**src/design/websocket_frame_receiver_assert.svh**
```systemverilog
// Assertion macros for the frame receiver modules; wsfr_queue is the one that uses them.
// Both macros expect clk and rst_n to be visible in the module that uses them.
`ifndef WEBSOCKET_FRAME_RECEIVER_ASSERT_SVH
`define WEBSOCKET_FRAME_RECEIVER_ASSERT_SVH

// Same-cycle implication, checked outside reset.
`define WSFR_ASSERT_IMPL(label, ante, cons) \
  label: assert property (@(posedge clk) disable iff (!rst_n) (ante) |-> (cons)) \
    else $error("wsfr assertion failed");

// Next-cycle implication, checked outside reset.
`define WSFR_ASSERT_NEXT(label, ante, cons) \
  label: assert property (@(posedge clk) disable iff (!rst_n) (ante) |=> (cons)) \
    else $error("wsfr assertion failed");

`endif

```
**src/design/wsfr_pkg.sv**
```systemverilog
`timescale 1ns / 1ps
`default_nettype none

package wsfr_pkg;

  // Frame opcodes.
  localparam logic [3:0] OP_CONT  = 4'h0;
  localparam logic [3:0] OP_TEXT  = 4'h1;
  localparam logic [3:0] OP_BIN   = 4'h2;
  localparam logic [3:0] OP_CONN_CLOSE = 4'h8;
  localparam logic [3:0] OP_PING  = 4'h9;
  localparam logic [3:0] OP_PONG  = 4'hA;

  // Seven-bit length codes that announce an extended length, and the largest control-frame length.
  localparam logic [6:0] LEN_EXT16 = 7'd126;
  localparam logic [6:0] LEN_EXT64 = 7'd127;
  localparam logic [6:0] CTRL_LEN_MAX = 7'd125;

  // Queue between parser and output stage.
  localparam int unsigned QDEPTH = 4;
  localparam int unsigned QAW = $clog2(QDEPTH);
  localparam int unsigned QCW = $clog2(QDEPTH + 1);

  typedef enum logic [2:0] {
    EV_NONE     = 3'd0,
    EV_DATA_END = 3'd1,
    EV_PING_END = 3'd2,
    EV_CLOSE    = 3'd3,
    EV_ERROR    = 3'd4
  } ev_t;

  // One classified result as it leaves the parser; the key byte is applied later.
  typedef struct packed {
    logic [7:0] data;
    logic [7:0] key;
    logic       valid;
    logic       route;
    logic       last;
    logic       bin;
    ev_t        ev;
    logic [6:0] plen;
  } cmd_t;

endpackage

`default_nettype wire

```
**src/design/wsfr_front.sv**
```systemverilog
`timescale 1ns / 1ps
`default_nettype none

module wsfr_front (
  input  wire              clk,
  input  wire              rst_n,
  input  wire              in_fire,
  input  wire  [7:0]       in_byte,
  output logic             push,
  output wsfr_pkg::cmd_t   cmd
);

  typedef enum logic [2:0] {
    PH_HDR1, PH_HDR2, PH_EXTLEN, PH_KEY, PH_PAYLOAD, PH_STOPPED
  } phase_t;

  phase_t      phase_r, phase_nxt;
  logic [7:0]  first_hdr_r, first_hdr_nxt;
  logic [7:0]  second_hdr_r, second_hdr_nxt;
  logic [2:0]  fcnt_r, fcnt_nxt;
  logic [63:0] rem_r, rem_nxt;
  logic [31:0] key_r, key_nxt;
  logic [1:0]  mpos_r, mpos_nxt;
  logic        msg_bin_r, msg_bin_nxt;
  logic        frag_r, frag_nxt;

  logic        fail, hdr_done, end_now, end_have;
  logic [7:0]  end_data, end_key, kb;
  logic [63:0] rem_dec;
  logic [2:0]  fcnt_inc;
  logic [3:0]  op_in, op_f;

  assign op_in    = in_byte[3:0];
  assign op_f     = first_hdr_r[3:0];
  assign rem_dec  = rem_r - 64'd1;
  assign fcnt_inc = fcnt_r + 3'd1;

  // Key byte for the current payload position; key byte 0 arrived first.
  always_comb begin
    case (mpos_r)
      2'd0:    kb = key_r[31:24];
      2'd1:    kb = key_r[23:16];
      2'd2:    kb = key_r[15:8];
      default: kb = key_r[7:0];
    endcase
    if (!second_hdr_r[7]) begin
      kb = 8'd0;
    end
  end

  always_comb begin
    phase_nxt      = phase_r;
    first_hdr_nxt  = first_hdr_r;
    second_hdr_nxt = second_hdr_r;
    fcnt_nxt       = fcnt_r;
    rem_nxt        = rem_r;
    key_nxt        = key_r;
    mpos_nxt       = mpos_r;
    msg_bin_nxt    = msg_bin_r;
    frag_nxt       = frag_r;
    fail           = 1'b0;
    hdr_done       = 1'b0;
    end_now        = 1'b0;
    end_have       = 1'b0;
    end_data       = 8'd0;
    end_key        = 8'd0;
    push           = 1'b0;
    cmd            = '0;

    if (in_fire) begin
      unique case (phase_r)
        PH_HDR1: begin
          first_hdr_nxt = in_byte;
          if (in_byte[6:4] != 3'd0) begin
            fail = 1'b1;
          end else begin
            unique case (op_in) inside
              wsfr_pkg::OP_CONT: begin
                if (!frag_r) fail = 1'b1;
              end
              wsfr_pkg::OP_TEXT, wsfr_pkg::OP_BIN: begin
                if (frag_r) begin
                  fail = 1'b1;
                end else begin
                  msg_bin_nxt = (op_in == wsfr_pkg::OP_BIN);
                  frag_nxt    = !in_byte[7];
                end
              end
              wsfr_pkg::OP_CONN_CLOSE, wsfr_pkg::OP_PING, wsfr_pkg::OP_PONG: begin
                if (!in_byte[7]) fail = 1'b1;
              end
              default: fail = 1'b1;
            endcase
          end
          if (!fail) phase_nxt = PH_HDR2;
        end
        PH_HDR2: begin
          second_hdr_nxt = in_byte;
          if (first_hdr_r[3] && (in_byte[6:0] > wsfr_pkg::CTRL_LEN_MAX)) begin
            fail = 1'b1;
          end else begin
            fcnt_nxt = 3'd0;
            if (in_byte[6:0] == wsfr_pkg::LEN_EXT16 ||
                in_byte[6:0] == wsfr_pkg::LEN_EXT64) begin
              rem_nxt   = 64'd0;
              phase_nxt = PH_EXTLEN;
            end else begin
              rem_nxt  = {57'd0, in_byte[6:0]};
              hdr_done = 1'b1;
            end
          end
        end
        PH_EXTLEN: begin
          if (second_hdr_r[6:0] == wsfr_pkg::LEN_EXT64 && fcnt_r == 3'd0 && in_byte[7]) begin
            fail = 1'b1;
          end else begin
            rem_nxt  = {rem_r[55:0], in_byte};
            fcnt_nxt = fcnt_inc;
            // The eight-byte count wraps the counter back to zero.
            if (second_hdr_r[6:0] == wsfr_pkg::LEN_EXT16) begin
              hdr_done = (fcnt_inc == 3'd2);
            end else begin
              hdr_done = (fcnt_inc == 3'd0);
            end
          end
        end
        PH_KEY: begin
          key_nxt  = {key_r[23:0], in_byte};
          fcnt_nxt = fcnt_inc;
          if (fcnt_inc == 3'd4) begin
            fcnt_nxt = 3'd0;
            if (rem_r == 64'd0) begin
              end_now = 1'b1;
            end else begin
              phase_nxt = PH_PAYLOAD;
            end
          end
        end
        PH_PAYLOAD: begin
          mpos_nxt = mpos_r + 2'd1;
          rem_nxt  = rem_dec;
          if (rem_dec == 64'd0) begin
            end_now  = 1'b1;
            end_have = 1'b1;
            end_data = in_byte;
            end_key  = kb;
          end else begin
            case (op_f) inside
              wsfr_pkg::OP_CONT, wsfr_pkg::OP_TEXT, wsfr_pkg::OP_BIN: begin
                push      = 1'b1;
                cmd.data  = in_byte;
                cmd.key   = kb;
                cmd.valid = 1'b1;
                cmd.bin   = msg_bin_r;
              end
              wsfr_pkg::OP_PING: begin
                push      = 1'b1;
                cmd.data  = in_byte;
                cmd.key   = kb;
                cmd.valid = 1'b1;
                cmd.route = 1'b1;
              end
              default: ;
            endcase
          end
        end
        PH_STOPPED: ;
        default: ;
      endcase

      // Header complete: go to the key, the payload, or end an empty frame.
      if (hdr_done) begin
        fcnt_nxt = 3'd0;
        mpos_nxt = 2'd0;
        key_nxt  = 32'd0;
        if (second_hdr_nxt[7]) begin
          phase_nxt = PH_KEY;
        end else if (rem_nxt == 64'd0) begin
          end_now = 1'b1;
        end else begin
          phase_nxt = PH_PAYLOAD;
        end
      end

      if (end_now) begin
        phase_nxt = PH_HDR1;
        case (op_f) inside
          wsfr_pkg::OP_CONT, wsfr_pkg::OP_TEXT, wsfr_pkg::OP_BIN: begin
            push      = 1'b1;
            cmd.data  = end_data;
            cmd.key   = end_key;
            cmd.valid = end_have;
            cmd.last  = first_hdr_r[7];
            cmd.bin   = msg_bin_r;
            cmd.ev    = wsfr_pkg::EV_DATA_END;
            if (first_hdr_r[7]) begin
              frag_nxt    = 1'b0;
              msg_bin_nxt = 1'b0;
            end
          end
          wsfr_pkg::OP_PING: begin
            push      = 1'b1;
            cmd.data  = end_data;
            cmd.key   = end_key;
            cmd.valid = end_have;
            cmd.route = 1'b1;
            cmd.ev    = wsfr_pkg::EV_PING_END;
            cmd.plen  = second_hdr_nxt[6:0];
          end
          wsfr_pkg::OP_CONN_CLOSE: begin
            phase_nxt = PH_STOPPED;
            push      = 1'b1;
            cmd.ev    = wsfr_pkg::EV_CLOSE;
          end
          default: ;
        endcase
      end

      if (fail) begin
        phase_nxt = PH_STOPPED;
        push      = 1'b1;
        cmd       = '0;
        cmd.ev    = wsfr_pkg::EV_ERROR;
      end
    end
  end

  always_ff @(posedge clk) begin
    if (!rst_n) begin
      phase_r      <= PH_HDR1;
      first_hdr_r  <= 8'd0;
      second_hdr_r <= 8'd0;
      fcnt_r       <= 3'd0;
      rem_r        <= 64'd0;
      key_r        <= 32'd0;
      mpos_r       <= 2'd0;
      msg_bin_r    <= 1'b0;
      frag_r       <= 1'b0;
    end else begin
      phase_r      <= phase_nxt;
      first_hdr_r  <= first_hdr_nxt;
      second_hdr_r <= second_hdr_nxt;
      fcnt_r       <= fcnt_nxt;
      rem_r        <= rem_nxt;
      key_r        <= key_nxt;
      mpos_r       <= mpos_nxt;
      msg_bin_r    <= msg_bin_nxt;
      frag_r       <= frag_nxt;
    end
  end

endmodule

`default_nettype wire

```
**src/design/wsfr_queue.sv**
```systemverilog
`timescale 1ns / 1ps
`default_nettype none

`include "websocket_frame_receiver_assert.svh"

module wsfr_queue (
  input  wire              clk,
  input  wire              rst_n,
  input  wire              push,
  input  wsfr_pkg::cmd_t   push_cmd,
  output logic             not_full,
  output logic             head_valid,
  output wsfr_pkg::cmd_t   head,
  input  wire              pop
);

  wsfr_pkg::cmd_t          mem_r [wsfr_pkg::QDEPTH];
  logic [wsfr_pkg::QAW-1:0] wr_ptr_r, rd_ptr_r;
  logic [wsfr_pkg::QCW-1:0] cnt_r, cnt_nxt;

  assign not_full   = (cnt_r != wsfr_pkg::QCW'(wsfr_pkg::QDEPTH));
  assign head_valid = (cnt_r != '0);
  assign head       = mem_r[rd_ptr_r];

  always_comb begin
    cnt_nxt = cnt_r;
    if (push && !pop) begin
      cnt_nxt = cnt_r + 1'b1;
    end else if (pop && !push) begin
      cnt_nxt = cnt_r - 1'b1;
    end
  end

  always_ff @(posedge clk) begin
    if (push) begin
      mem_r[wr_ptr_r] <= push_cmd;
    end
  end

  always_ff @(posedge clk) begin
    if (!rst_n) begin
      wr_ptr_r <= '0;
      rd_ptr_r <= '0;
      cnt_r    <= '0;
    end else begin
      if (push) wr_ptr_r <= wr_ptr_r + 1'b1;
      if (pop)  rd_ptr_r <= rd_ptr_r + 1'b1;
      cnt_r <= cnt_nxt;
    end
  end

  `WSFR_ASSERT_IMPL(a_no_push_full, push, not_full)
  `WSFR_ASSERT_IMPL(a_no_pop_empty, pop, head_valid)
  `WSFR_ASSERT_NEXT(a_drain_count, pop && !push, cnt_r == $past(cnt_r) - 1'b1)

endmodule

`default_nettype wire

```
**src/design/wsfr_back.sv**
```systemverilog
`timescale 1ns / 1ps
`default_nettype none

module wsfr_back (
  input  wire              clk,
  input  wire              rst_n,
  input  wire              head_valid,
  input  wsfr_pkg::cmd_t   head,
  output logic             pop,
  output logic             out_tvalid,
  input  wire              out_tready,
  output logic [15:0]      out_tdata,
  output logic             out_tlast,
  output logic [4:0]       out_tuser
);

  logic        valid_r;
  logic [7:0]  byte_r;
  logic        bvalid_r, route_r, last_r, bin_r;
  wsfr_pkg::ev_t ev_r;
  logic [6:0]  plen_r;

  // Load whenever the output register is empty or being drained.
  assign pop = head_valid && (!valid_r || out_tready);

  always_ff @(posedge clk) begin
    if (!rst_n) begin
      valid_r <= 1'b0;
    end else if (pop) begin
      valid_r <= 1'b1;
    end else if (out_tready) begin
      valid_r <= 1'b0;
    end
  end

  always_ff @(posedge clk) begin
    if (pop) begin
      byte_r   <= head.data ^ head.key;
      bvalid_r <= head.valid;
      route_r  <= head.route;
      last_r   <= head.last;
      bin_r    <= head.bin;
      ev_r     <= head.ev;
      plen_r   <= head.plen;
    end
  end

  assign out_tvalid = valid_r;
  assign out_tdata  = {plen_r, bvalid_r, byte_r};
  assign out_tlast  = last_r;
  assign out_tuser  = {ev_r, bin_r, route_r};

endmodule

`default_nettype wire

```
**src/design/websocket_frame_receiver.sv**
```systemverilog
// WebSocket frame receiver. The slave stream takes the received byte stream that
// follows the opening handshake, one byte per beat in in_tdata. The master stream
// delivers at most one beat per input byte: unmasked data or ping payload bytes,
// frame-end events, close and protocol-error events. Bytes of pong frames and of
// header fields produce no payload beat.
// Throughput is one byte per clock while the queue has room. The parser decides
// each byte in the cycle it is accepted and writes its result into a four-entry
// queue; an output register behind the queue drives the master side, so a result
// passes through a queue entry and then the output register before it is taken.
// in_tready depends only on the queue fill, so a stalled receiver stops input
// only once the queue and the output register are full; no beat is lost.
// A synchronous active-low reset returns the parser to the first header byte,
// sets the message type to text and empties the queue and output register.
// After a close frame or a protocol error the parser ignores all further bytes
// (they are still accepted) until the next reset.
`timescale 1ns / 1ps
`default_nettype none

module websocket_frame_receiver (
  input  wire         clk,
  input  wire         rst_n,
  input  wire         in_tvalid,
  output logic        in_tready,
  input  wire  [7:0]  in_tdata,   // [7:0] rx_byte
  output logic        out_tvalid,
  input  wire         out_tready,
  output logic [15:0] out_tdata,  // [7:0] payload_byte, [8] payload_valid, [15:9] pong_length
  output logic        out_tlast,  // message_last
  output logic [4:0]  out_tuser   // [0] byte_route, [1] message_is_binary, [4:2] frame_event
);

  logic           in_fire;
  logic           push, pop, head_valid;
  wsfr_pkg::cmd_t push_cmd, head;

  // A beat is taken whenever the queue has room; the parser never stalls itself.
  assign in_fire = in_tvalid && in_tready;

  wsfr_front u_front (
    .clk     (clk),
    .rst_n   (rst_n),
    .in_fire (in_fire),
    .in_byte (in_tdata),
    .push    (push),
    .cmd     (push_cmd)
  );

  // The queue decouples the parser from the output register so that a stall on
  // the master side reaches in_tready only after the queue has filled up.
  wsfr_queue u_queue (
    .clk        (clk),
    .rst_n      (rst_n),
    .push       (push),
    .push_cmd   (push_cmd),
    .not_full   (in_tready),
    .head_valid (head_valid),
    .head       (head),
    .pop        (pop)
  );

  // The output stage applies the key byte and holds the beat until it is taken.
  wsfr_back u_back (
    .clk        (clk),
    .rst_n      (rst_n),
    .head_valid (head_valid),
    .head       (head),
    .pop        (pop),
    .out_tvalid (out_tvalid),
    .out_tready (out_tready),
    .out_tdata  (out_tdata),
    .out_tlast  (out_tlast),
    .out_tuser  (out_tuser)
  );

endmodule

`default_nettype wire

```
**config.mk**
```make
export PLATFORM = sky130hd
export DESIGN_NAME = websocket_frame_receiver
export DESIGN_NICKNAME = d
export VERILOG_FILES = /design/src/design/wsfr_pkg.sv /design/src/design/wsfr_front.sv /design/src/design/wsfr_queue.sv /design/src/design/wsfr_back.sv /design/src/design/websocket_frame_receiver.sv
export VERILOG_INCLUDE_DIRS = /design/src /design/src/design
export SDC_FILE = /design/constraint.sdc
export NUM_CORES = 1
export LEC_CHECK = 0
export ABC_AREA = 1
export BUFFER_PORTS_ARGS = -buffer_cell sky130_fd_sc_hd__clkbuf_2
export CAP_MARGIN = 20
export CORE_ASPECT_RATIO = 1.5
export CORE_MARGIN = 2
export CORE_UTILIZATION = 44
export CTS_CLUSTER_SIZE = 20
export DETAILED_ROUTE_END_ITERATION = 10
export GPL_TIMING_DRIVEN = 0
export SETUP_SLACK_MARGIN = 0.4
export SLEW_MARGIN = 20
export SYNTH_ARGS = -nofsm -noshare
export SYNTH_HDL_FRONTEND = slang
export SYNTH_SLANG_ARGS = --single-unit
```
**constraint.sdc**
```tcl
create_clock -name clk -period 3.6 [get_ports clk]
set_input_delay 0 -clock clk [delete_from_list [all_inputs] [get_ports clk]]
set_output_delay 0 -clock clk [all_outputs]
set_load 0.05 [all_outputs]
```
==> impl_metrics.prom <==
# TYPE chip_impl_metric gauge
chip_impl_metric{name="worst_pin_slew",unit="ns"} 1.04
chip_impl_metric{name="final_slew_viol_count",unit=""} 0
chip_impl_info{name="status",value="complete, but fails checks"} 1
chip_impl_metric{name="area_delta_synth_final",unit="%"} 31.1
chip_impl_info{name="reg2reg_to",value="u_queue.cnt_r[2]"} 1
chip_impl_metric{name="cell_internal_pwr",unit="mW"} 8.00
chip_impl_metric{name="cts_max_level",unit=""} 1
chip_impl_metric{name="cts.clk_slew.worst_paths",unit="ns"} 0.06
chip_impl_metric{name="power.leakage",unit="nW"} 8.27
chip_impl_metric{name="worst_r2r_path_depth",unit=""} 29
chip_impl_metric{name="post_drt_via_cell_ratio",unit=""} 5.70
chip_impl_metric{name="antenna_found_initial",unit=""} 0
chip_impl_metric{name="syn_area_per_cell",unit="um2"} 7.18
chip_impl_metric{name="first_pass_iters",unit=""} 6
chip_impl_metric{name="yosysWarningCount",unit=""} 0
chip_impl_metric{name="route.layer.met1.wl",unit="um"} 22600
chip_impl_metric{name="grt_first_pass_wirelength",unit="um"} 94100
chip_impl_info{name="critical_path_class",value="register to register"} 1
chip_impl_metric{name="via_count_of_the_first_global_routing_pass",unit=""} 15500
chip_impl_metric{name="drv_cap",unit=""} 0
chip_impl_info{name="critical_path.endpoint",value="u_queue.cnt_r[2]"} 1
chip_impl_metric{name="dieWidth",unit="um"} 156
chip_impl_metric{name="met2WireLength",unit="um"} 32400
chip_impl_metric{name="final_min_period",unit="ns"} 3.79
chip_impl_info{name="worst_setup_path_start_kind",value="register"} 1
chip_impl_metric{name="total_detailed_routing_wirelength",unit="um"} 64300
chip_impl_metric{name="share_of_the_yosys_chip_area_belonging_to_registers",unit="%"} 44.9
chip_impl_info{name="worst_setup_path_end_kind",value="register"} 1
chip_impl_metric{name="worst_ep_required_time",unit="ns"} 4.04
chip_impl_info{name="routed.top_layer",value="met4"} 1
chip_impl_metric{name="globalRouteTotalUtil",unit="%"} 35.0
chip_impl_metric{name="design.portCount",unit=""} 36
chip_impl_metric{name="vdd_ir_drop_max",unit="uV"} 509
chip_impl_metric{name="routed_wire_length_per_instance",unit="um"} 23.0
chip_impl_metric{name="core-area",unit="um2"} 34200
chip_impl_metric{name="floorplan.die.height",unit="um"} 232
chip_impl_info{name="leading_cell_type_in_the_layout_fill_and_taps_excluded",value="sky130_fd_sc_hd__nand2_1"} 1
chip_impl_metric{name="netlist_instances",unit=""} 2125
chip_impl_metric{name="layout.core_utilization",unit="%"} 58.5
chip_impl_metric{name="register_bit_count_reported_by_yosys",unit=""} 271
chip_impl_metric{name="reg2reg_slack",unit="ns"} -0.19
chip_impl_metric{name="clockBufferDepth",unit=""} 3
chip_impl_metric{name="top_cell_type_s_share_of_synthesized_area",unit="%"} 28.0
chip_impl_info{name="cp-startpoint",value="u_front.rem_r[1]"} 1
chip_impl_metric{name="max_clock_freq",unit="MHz"} 264
chip_impl_metric{name="pre_cts_slack",unit="ns"} -1.27
chip_impl_metric{name="route.vias.total",unit=""} 16000
chip_impl_metric{name="cts_buffers",unit=""} 27
chip_impl_info{name="worst_path_most_repeated_cell",value="sky130_fd_sc_hd__nand2_1"} 1
chip_impl_metric{name="slew_headroom",unit="%"} 30.2
chip_impl_metric{name="fin_hold_ws",unit="ns"} 0.0444
chip_impl_metric{name="floorplan.initialDensity",unit="%"} 44.6
chip_impl_metric{name="critical_path_arrival",unit="ns"} 4.22
chip_impl_metric{name="power_frac_seq",unit="%"} 29.9
chip_impl_metric{name="cts_num_sinks",unit=""} 271
chip_impl_info{name="most_frequent_cells_in_the_layout",value="434 x sky130_fd_sc_hd__nand2_1, 250 x sky130_fd_sc_hd__nor2_1, 197 x sky130_fd_sc_hd__inv_1"} 1
chip_impl_info{name="setup_repair_after_global_routing_missed_its_margin",value="true"} 1
chip_impl_metric{name="drive_above_1_share",unit="%"} 23.8
chip_impl_metric{name="met3RoutedLength",unit="um"} 3400
chip_impl_metric{name="largest_net_degree_at_the_start_of_global_routing",unit=""} 20
chip_impl_metric{name="worst_skew_pair.late_latency",unit="ns"} 0.56
chip_impl_metric{name="ys_types",unit=""} 44
chip_impl_metric{name="comb_power_share",unit="%"} 51.3
chip_impl_info{name="post_synth_main_area_contributors",value="sky130_fd_sc_hd__edfxtp_1 28%, sky130_fd_sc_hd__dfxtp_1 17%, sky130_fd_sc_hd__nand2_1 12%"} 1
chip_impl_metric{name="placementRows",unit=""} 83
chip_impl_info{name="failed_checks",value="negative setup slack"} 1
chip_impl_metric{name="design.die.area",unit="um2"} 36200
chip_impl_metric{name="gp_congestion",unit=""} 1.07
chip_impl_info{name="worst_path_dominant_cell_family",value="simple AND/OR/NAND/NOR gates"} 1
chip_impl_metric{name="port-buffer-count",unit=""} 35
chip_impl_metric{name="post-dp-hpwl",unit="um"} 46100
chip_impl_metric{name="critical_path.n_buffers_inverters",unit=""} 4
chip_impl_info{name="tritoncts_clock_tree",value="yes"} 1
chip_impl_metric{name="clk_pwr_share",unit="%"} 18.8
chip_impl_info{name="synth_top_area_cell",value="sky130_fd_sc_hd__edfxtp_1"} 1
chip_impl_metric{name="antenna_violating_nets_post_route",unit=""} 0
chip_impl_metric{name="design.final.nets",unit=""} 2383
chip_impl_info{name="worst_r2r_src",value="u_front.rem_r[1]"} 1
chip_impl_info{name="worstHoldPathType",value="input pin to register"} 1
chip_impl_metric{name="route.detailed.drc",unit=""} 0
chip_impl_metric{name="cp.depth",unit=""} 29
chip_impl_metric{name="worst_hold_path.num_cells",unit=""} 5
chip_impl_metric{name="synth.net_count",unit=""} 2155
chip_impl_metric{name="grt_overflow_total",unit=""} 0
chip_impl_info{name="clockRootBuffer",value="sky130_fd_sc_hd__clkbuf_16"} 1
chip_impl_info{name="slowest_stage",value="sky130_fd_sc_hd__dfxtp_4"} 1
chip_impl_metric{name="fin_ws",unit="ns"} -0.187
chip_impl_metric{name="switching_share",unit="%"} 46.5
chip_impl_metric{name="finalSetupViolations",unit=""} 78
chip_impl_metric{name="pwr_density_cell",unit="nW/um2"} 748
chip_impl_metric{name="crit_fanout",unit=""} 6
chip_impl_metric{name="detailedRoute.firstIterationViolations",unit=""} 1451
chip_impl_metric{name="count_of_final_hold_check_violations",unit=""} 0
chip_impl_metric{name="antenna_cells_inserted",unit=""} 0
chip_impl_metric{name="power.net_switching",unit="mW"} 6.95
chip_impl_metric{name="cpPeakStageDelay",unit="ns"} 0.37
chip_impl_metric{name="netlist_area",unit="um2"} 15300
chip_impl_metric{name="finalClockSkew",unit="ns"} 0.0207
chip_impl_metric{name="finalCritPeriodShare",unit="%"} 105
==> stage by stage <==
stage | setup TNS [ns] | cell area, um2 | power [mW] | instances
after floorplan | 0 | 15500 | 8.37 | 2125
after global placement | -175.72 | 16200 | 10.4 | 2585
after detailed placement | -171.46 | 16300 | 10.5 | 2586
after CTS | -2.36 | 19000 | 14.2 | 2747
after global routing | -18.41 | 20000 | 15.7 | 2798
final | -6.87 | 20000 | 15.0 | 2798
==> synth_stat cells, drive strengths merged <==
master,number
nor3b,1
a21oi,152
a311oi,6
a32o,1
dfxtp,129
nand4,29
ha,17
o21a,1
and2,3
a22oi,22
a31oi,4
edfxtp,142
or2,1
o221ai,2
nor4,2
o211ai,7
nand2,510
a2111oi,1
nand3,142
nor2,376
nand3b,3
clkinv,1
buf,15
o22ai,32
a211oi,14
a211o,1
xor2,24
clkbuf,70
o21ai,180
nor3,18
inv,218
fa,1
==> flip-flops by register name, summed over array words and instances, names as in the netlist, named ones only <==
register              count
u_front.msg_bin_r         1
u_queue.mem_r           120
u_back.bin_r              1
u_front.second_hdr_r      8
u_back.route_r            1
u_queue.cnt_r             3
u_front.phase_r           3
u_front.mpos_r            2
u_back.bvalid_r           1
u_back.ev_r               3
u_front.rem_r            64
u_front.frag_r            1
u_front.key_r            32
u_back.byte_r             8
u_front.fcnt_r            3
u_back.out_tvalid         1
u_back.plen_r             7
u_back.out_tlast          1
u_queue.rd_ptr_r          2
u_queue.wr_ptr_r          2
u_front.first_hdr_r       5
==> layer usage <==
metal	GRT usage (%)	vias to the layer above
met2	63.3	654
met1	37.0	7504
met4	26.0	0
li1	-	7544
met3	4.31	253
met5	0	-
==> worst min-delay path, delay by kind of cell <==
kind | cells | cell delay, ns
buffers and inverters | 2 | 0.22
AOI/OAI and AO/OA | 3 | 0.34
==> timing repair <==
action	in CTS	in global routing
pin swaps	52	73
setup endpoints to repair	202	251
cloned	6	2
buffers inserted	94	49
hold buffers	12	0
hold endpoints to repair	20	0
gates resized for setup	224	198
==> cells by family (layout without fill, tap and decap cells) <==
| logic type | after synthesis | after routing | synth area share (%) |
|---|---|---|---|
| simple gates | 1085 | 1089 | 29.4 |
| compound gates | 423 | 423 | 15.2 |
| buf+inv | 304 | 548 | 7.64 |
| flops | 271 | 271 | 44.9 |
| xor+xnor | 24 | 24 | 1.38 |
| fa+ha+maj | 18 | 18 | 1.53 |
==> how the worst min path moves through the flow <==
stage	slack (ns)	end	startpoint
after floorplan	0.15	u_front.key_r[6]	in_tdata[6]
after global placement	0.37	u_back.out_tvalid	out_tready
after detailed placement	0.40	u_front.key_r[0]	in_tdata[0]
after CTS	0.01	u_front.rem_r[1]	in_tdata[1]
after global routing	0.04	u_front.rem_r[1]	in_tdata[1]
final	0.04	u_front.rem_r[7]	in_tdata[7]
==> power by group through the flow <==
stage	Clock [mW]	Combinational (mW)	Sequential, mW
after CTS	2.84	6.96	4.42
after detailed placement	0	6.02	4.45
after global routing	2.96	8.21	4.53
after floorplan	0	3.65	4.72
final	2.81	7.67	4.48
after global placement	0	5.95	4.45
==> layout make-up <==
type | instances | area (um2)
flip-flops and latches | 271 | 6910
fillers | 3236 | 14200
inverters | 219 | 866
multi-input cells | 1554 | 8550
clock buffers | 37 | 733
repair buffers | 195 | 1790
well taps | 425 | 532
clock inverters | 12 | 120
plain buffers | 85 | 488
(Power assumes the default switching activity.)
